===== config.mk =====
export PLATFORM = sky130hd
export DESIGN_NAME = gjk_mac
export DESIGN_NICKNAME = d
export VERILOG_FILES = /design/src/hdl/gjk_pkg.sv /design/src/hdl/gjk_mac.sv
export SDC_FILE = /design/constraint.sdc
export NUM_CORES = 2
export LEC_CHECK = 0
export ABC_AREA = 1
export BUFFER_PORTS_ARGS = -buffer_cell sky130_fd_sc_hd__buf_2
export CORE_ASPECT_RATIO = 0.8
export CORE_MARGIN = 5
export CORE_UTILIZATION = 60
export CTS_CLUSTER_SIZE = 8
export DETAILED_ROUTE_END_ITERATION = 8
export GPL_ROUTABILITY_DRIVEN = 0
export PLACE_DENSITY = 0.8
export SYNTH_ARGS = -nofsm -noshare
export SYNTH_HDL_FRONTEND = slang
export SYNTH_SLANG_ARGS = --single-unit
export TNS_END_PERCENT = 100

===== constraint.sdc =====
create_clock -name clock -period 9.05 [get_ports clock]
set_clock_uncertainty 0.05 [all_clocks]
set_input_delay 0.905 -clock clock [delete_from_list [all_inputs] [get_ports clock]]
set_output_delay 0.905 -clock clock [all_outputs]
set_load 0.05 [all_outputs]

===== src/hdl/gjk_pkg.sv =====
// ----------------------------------------------------------------------------
// gjk_pkg
// Shared types and codes for the gjk simplex reduction block: operand and
// destination codes of the multiply-accumulate unit and its control tag.
// ----------------------------------------------------------------------------
package gjk_pkg;

   localparam int DIR_BITS = 56;

   // operand codes, vector bases are 4-aligned so a component index is added
   typedef logic [4:0] opnd_type;
   localparam opnd_type OP_U    = 5'd0;
   localparam opnd_type OP_V    = 5'd4;
   localparam opnd_type OP_O    = 5'd8;
   localparam opnd_type OP_N    = 5'd12;
   localparam opnd_type OP_UU   = 5'd16;
   localparam opnd_type OP_UV   = 5'd17;
   localparam opnd_type OP_VV   = 5'd18;
   localparam opnd_type OP_UO   = 5'd19;
   localparam opnd_type OP_VO   = 5'd20;
   localparam opnd_type OP_NONE = 5'd31;

   // destination codes of an accumulation result
   typedef logic [3:0] dest_type;
   localparam dest_type D_NONE = 4'd0;
   localparam dest_type D_N    = 4'd1;
   localparam dest_type D_UU   = 4'd4;
   localparam dest_type D_UV   = 4'd5;
   localparam dest_type D_VV   = 4'd6;
   localparam dest_type D_UO   = 4'd7;
   localparam dest_type D_VO   = 4'd8;
   localparam dest_type D_ND   = 4'd9;
   localparam dest_type D_T1   = 4'd10;
   localparam dest_type D_T2   = 4'd11;
   localparam dest_type D_D    = 4'd12;

   typedef struct packed {
      logic     valid;
      logic     first;
      logic     neg;
      dest_type dest;
   } mac_tag_type;

endpackage


===== src/hdl/gjk_mac.sv =====
// ----------------------------------------------------------------------------
// gjk_mac
// Shared signed multiply-accumulate unit: registered product, then an
// accumulator that clears, adds or subtracts under a tag carried alongside.
// ----------------------------------------------------------------------------
module gjk_mac #(
   parameter int MUL_W = 36,
   parameter int ACC_W = 74
) (
   input  logic                     clock,
   input  logic                     reset,
   input  gjk_pkg::mac_tag_type     tag_in,
   input  logic signed [MUL_W-1:0]  op_a,
   input  logic signed [MUL_W-1:0]  op_b,
   output gjk_pkg::mac_tag_type     tag_out,
   output logic signed [ACC_W-1:0] acc_out
);

   gjk_pkg::mac_tag_type      tag_ff;
   logic signed [2*MUL_W-1:0] prod_ff;
   logic signed [ACC_W-1:0]   acc_ff;
   logic signed [ACC_W-1:0]   prod_ext;
   logic signed [ACC_W-1:0]   acc_base;
   logic signed [ACC_W-1:0]   acc_in;

   assign prod_ext = ACC_W'(prod_ff);
   assign acc_base = tag_ff.first ? {ACC_W{1'b0}} : acc_ff;
   assign acc_in   = tag_ff.neg ? (acc_base - prod_ext) : (acc_base + prod_ext);

   always_ff @(posedge clock) begin
      if (reset) begin
         tag_ff <= '0;
      end else begin
         tag_ff  <= tag_in;
         prod_ff <= op_a * op_b;
         if (tag_ff.valid) begin
            acc_ff <= acc_in;
         end
      end
   end

   assign tag_out = tag_ff;
   assign acc_out = acc_in;

endmodule


== Word-level counts from Yosys, hierarchy flattened ==
Index checks and enable logic that the tools add are counted.
Operators by class
  reductions and logical operators: 1
  $add $sub $neg: 2
  bitwise logic cells: 1
  multiply operators: 1
  multiplexer cells: 2
Operators with widths (count)
  2-to-1 mux 74 bit: 2
  adder 74 x 72 -> 74 bit: 1
  subtractor 74 x 72 -> 74 bit: 1
  multiplier 36 x 36 -> 72 bit: 1
  AND reduction 2 bit: 1
  inverter 1 bit: 1
Word-level totals
  input port bits: 81
  word-level logic and storage cells: 13
  output and inout bits: 81
  flip-flop bits (word level): 153

== Longest topological paths before layout ==
  word-level depth: 3
  depth in mapped cells: 35
  mapped depth without buffers: 33

== Worst setup path before layout ==
OpenSTA, ideal clock, no wires.
  path type: input port to flip-flop
  start point: input op_a[35]
  end point: register prod_ff[61], data pin
  path buffers: 2
  cell stages on the path: 26
  slack: 631 ps
  required time: 8747 ps
  setup time: 253 ps
  arrival time: 8116 ps
  cells stage by stage: clkbuf_1 > clkbuf_1 > nand2_1 > inv_1 > fa_1 > fa_1 > inv_1 > fa_1 > inv_1 > fa_1 > inv_1 > fa_1 > fa_1 > fa_1 > fa_1 > inv_1 > ha_1 > nand2_1 > nor2_1 > inv_1 > nor2_1 > nand2_1 > nor3_1 > nand2_1 > nand4_1 > nand2_1
Between the ends
  cells in the longest elaborated chain, start to end: 1
RTL lines
  from (decl): line gjk_mac.sv:13  | input logic signed [MUL_W-1:0] op_a,
  multiplier 36 x 36 -> 72 bit: line gjk_mac.sv:35  | prod_ff <= op_a * op_b;
  to (signal assigned): line gjk_mac.sv:35
  to (decl): line gjk_mac.sv:20  | logic signed [2*MUL_W-1:0] prod_ff;
Every way passes these cells.
A chain may end at the register's enable or synchronous reset.

== Worst setup path in the final report ==
  start point: input op_b[0]
  end point: register prod_ff[71], data pin
Between the ends
  cells in the longest elaborated chain, start to end: 1
RTL lines
  from (decl): line gjk_mac.sv:14  | input logic signed [MUL_W-1:0] op_b,
  multiplier 36 x 36 -> 72 bit: line gjk_mac.sv:35
Every way passes these cells.

==> results.ini <==
[clock_network]
cts_setup_buffers = 0
postCtsResizedCells = 0
cts_tree = yes
numClockSinks = 153
clock_tree.root_cell = clkbuf_16
clock_path_buffers = 2
cts_made_buffers = 17
htree_levels = 4
hold_buffers = 0
insertion_delay_ns = 0.46
clk_pin_slew_ns = 0.07

[final_layout]
drive_above_1_share = 0.0386
fillCellCount = 8933
areaGrowthSynthToFinish_pct = 4.01
nNetsFinal = 10200

[grt]
grt_first_pass_wirelength_um = 298000
grt_overflow = 0
antenna_found_initial = 5
grt_pass1_vias = 56700
met2_usage = 0.525
grt_start_max_net_pins = 75
busiest_layer = met2
grt_util_met1 = 0.463
grtUsageTotal = 0.339
use_met3 = 0.101

[min_path]
hp-class = primary input to register
hold-path-endpoint = tag_out[5]$_SDFF_PP0_
hold_start = tag_in[5]
whs_path_depth = 3

[die]
core_mm2 = 0.104
num_rows = 106
die_h_um = 299
dieArea_mm2 = 0.111
fp.dieW_um = 372
io_pins = 162
start_util = 0.602

[timing]
min_period_ns = 8.34
setup_tns_ns = 0
drv_slew = 0
rsz0062_at_grt = false
slew_headroom = 0.244
setup_viol = 0
final-hold-violation-count = 0
fmax_ghz = 0.120
fin_crit_sh = 0.922
worst_hold_slack_ns = 0.590
worstMarginPinSlew_ns = 1.13

[synth]
synth-seq-cells = 153
synth_ff_type = edfxtp_1
synth_edf_count = 146
synth_area_per_cell_um2 = 7.41
syn_nets = 10200
syn-cell-area_mm2 = 0.0628
synth-async-reset-ratio = 0
seq_area_frac_synth = 0.0721
yosysWarnings = 0
ys_types = 50
synth_cells = 8472

[critical_path]
cp_slowest_cell = fa_1
path_max_fanout = 6
critical_path_class = primary input to register
slowest_delay_ns = 0.79
cp-end-kind = register
cp.required_ns = 9.22
cp-start-kind = primary input
arrival_ns = 8.51
rrSetupSlack_ns = 4.02
reg2reg_depth = 23
timing.rr.start = prod_ff[0]$_DFFE_PN_
reg2reg_to = acc_ff[68]$_DFFE_PP_
path_common_cell = fa_1

[place]
hpwl_um = 155000
io_buffers = 161

[route]
routed_wl_um = 184000
wl_per_cell_um = 18.7
drt_first_pass_iters = 9
viasPerCell = 5.48
drc = 17
vias = 53900
ant_nets = 0
drt_iter0_markers = 6712

[job]
maxCapViolCount = 0

[outcome]
violations = design-rule violations
status = complete, but fails checks

==> cells in the mapped netlist (38+ instances only) <==
| cell type | count | area share |
|---|---|---|
| nor2_1 | 548 | 0.033 |
| inv_1 | 2552 | 0.15 |
| nand4_1 | 55 | 0.0055 |
| o21ai_0 | 79 | 0.0063 |
| ha_1 | 293 | 0.058 |
| o21bai_1 | 38 | 0.0045 |
| clkbuf_1 | 299 | 0.018 |
| xor2_1 | 123 | 0.017 |
| fa_1 | 1380 | 0.44 |
| edfxtp_1 | 146 | 0.070 |
| nand2_1 | 2432 | 0.15 |
| nand3_1 | 185 | 0.015 |
| a21oi_1 | 160 | 0.013 |
==> flip-flops by register name, summed over array words and instances, names as in the netlist <==
| name | cells |
|---|---|
| acc_ff | 74 |
| prod_ff | 72 |
| tag_out | 7 |
==> critical path: cells and delay by family <==
family | cells | cell delay [ns]
adders and majority gates | 9 | 5.06
and+or+nand+nor | 9 | 1.52
buffers and inverters | 7 | 1.00
==> cells in the final DEF (no fill, tap or decap), drive strengths merged <==
cell      instances
a21boi            2
a21o              4
a21oi           160
a31oi             2
and2              4
and3              2
buf             227
bufinv            3
clkbuf           24
clkinv            5
clkinvlp          1
dfxtp             7
diode             4
edfxtp          146
fa             1380
ha              293
inv            2556
nand2          2447
nand2b            1
nand3           188
nand3b           12
nand4            55
nor2            565
nor3             36
nor3b             2
nor4              2
o211ai            6
o21a              3
o21ai            95
o21bai           39
o31ai             1
o41ai             1
or2              12
xnor2            22
xor2            123
==> layer usage <==
layer	part of all wire	vias up
li1	-	23700
met1	0.38	25900
met2	0.44	3711
met3	0.15	589
met4	0.039	2
met5	0.000092	-
==> kinds of logic (layout without fill, tap and decap cells) <==
kind of cell    after synthesis  after routing  share of synthesized area
compound gates              313            313                     0.0282
xor+xnor                    145            145                     0.0202
fa+ha+maj                  1673           1673                      0.498
buf+inv                    2862           2816                      0.171
flops                       153            153                     0.0721
other cells                   0              4                          0
simple gates               3326           3326                      0.210
==> how the worst max path moves through the flow <==
stage	slack, ns	start	cells past startpoint	to
after floorplan	0.63	op_a[35]	26	prod_ff[61]$_DFFE_PN_
after global placement	0.58	op_b[0]	25	prod_ff[71]$_DFFE_PN_
after detailed placement	0.37	op_b[9]	25	prod_ff[61]$_DFFE_PN_
after CTS	0.83	op_b[0]	26	prod_ff[70]$_DFFE_PN_
after global routing	0.31	op_b[9]	25	prod_ff[61]$_DFFE_PN_
final	0.71	op_b[0]	25	prod_ff[71]$_DFFE_PN_
==> cell type report <==
cell class	count	area [um^2]	area share
clock buffer	24	462	0.00707
tap	1404	1760	0.0269
timing repair buffer	227	1300	0.0199
antenna	4	10.0	0.000153
inverter	2557	9600	0.147
sequential	153	4530	0.0693
clock inverter	8	125	0.00192
multi-input combinational	5457	47500	0.728
==> per-stage QoR <==
stage          area (um^2)  setup WS (ns)  std cells  utilization
2_1_floorplan        62800          0.631       8472            -
3_3_place_gp         64700          0.580       9798        0.621
3_5_place_dp         64700          0.367       9798        0.621
4_1_cts              65300          0.827       9830        0.626
5_1_grt              65300          0.310       9834        0.626
6_report             65300          0.709       9834        0.626
Power is left out: the tool's default activity adds up to more than one toggle a clock period on the data nets, which glitch-free logic cannot reach.
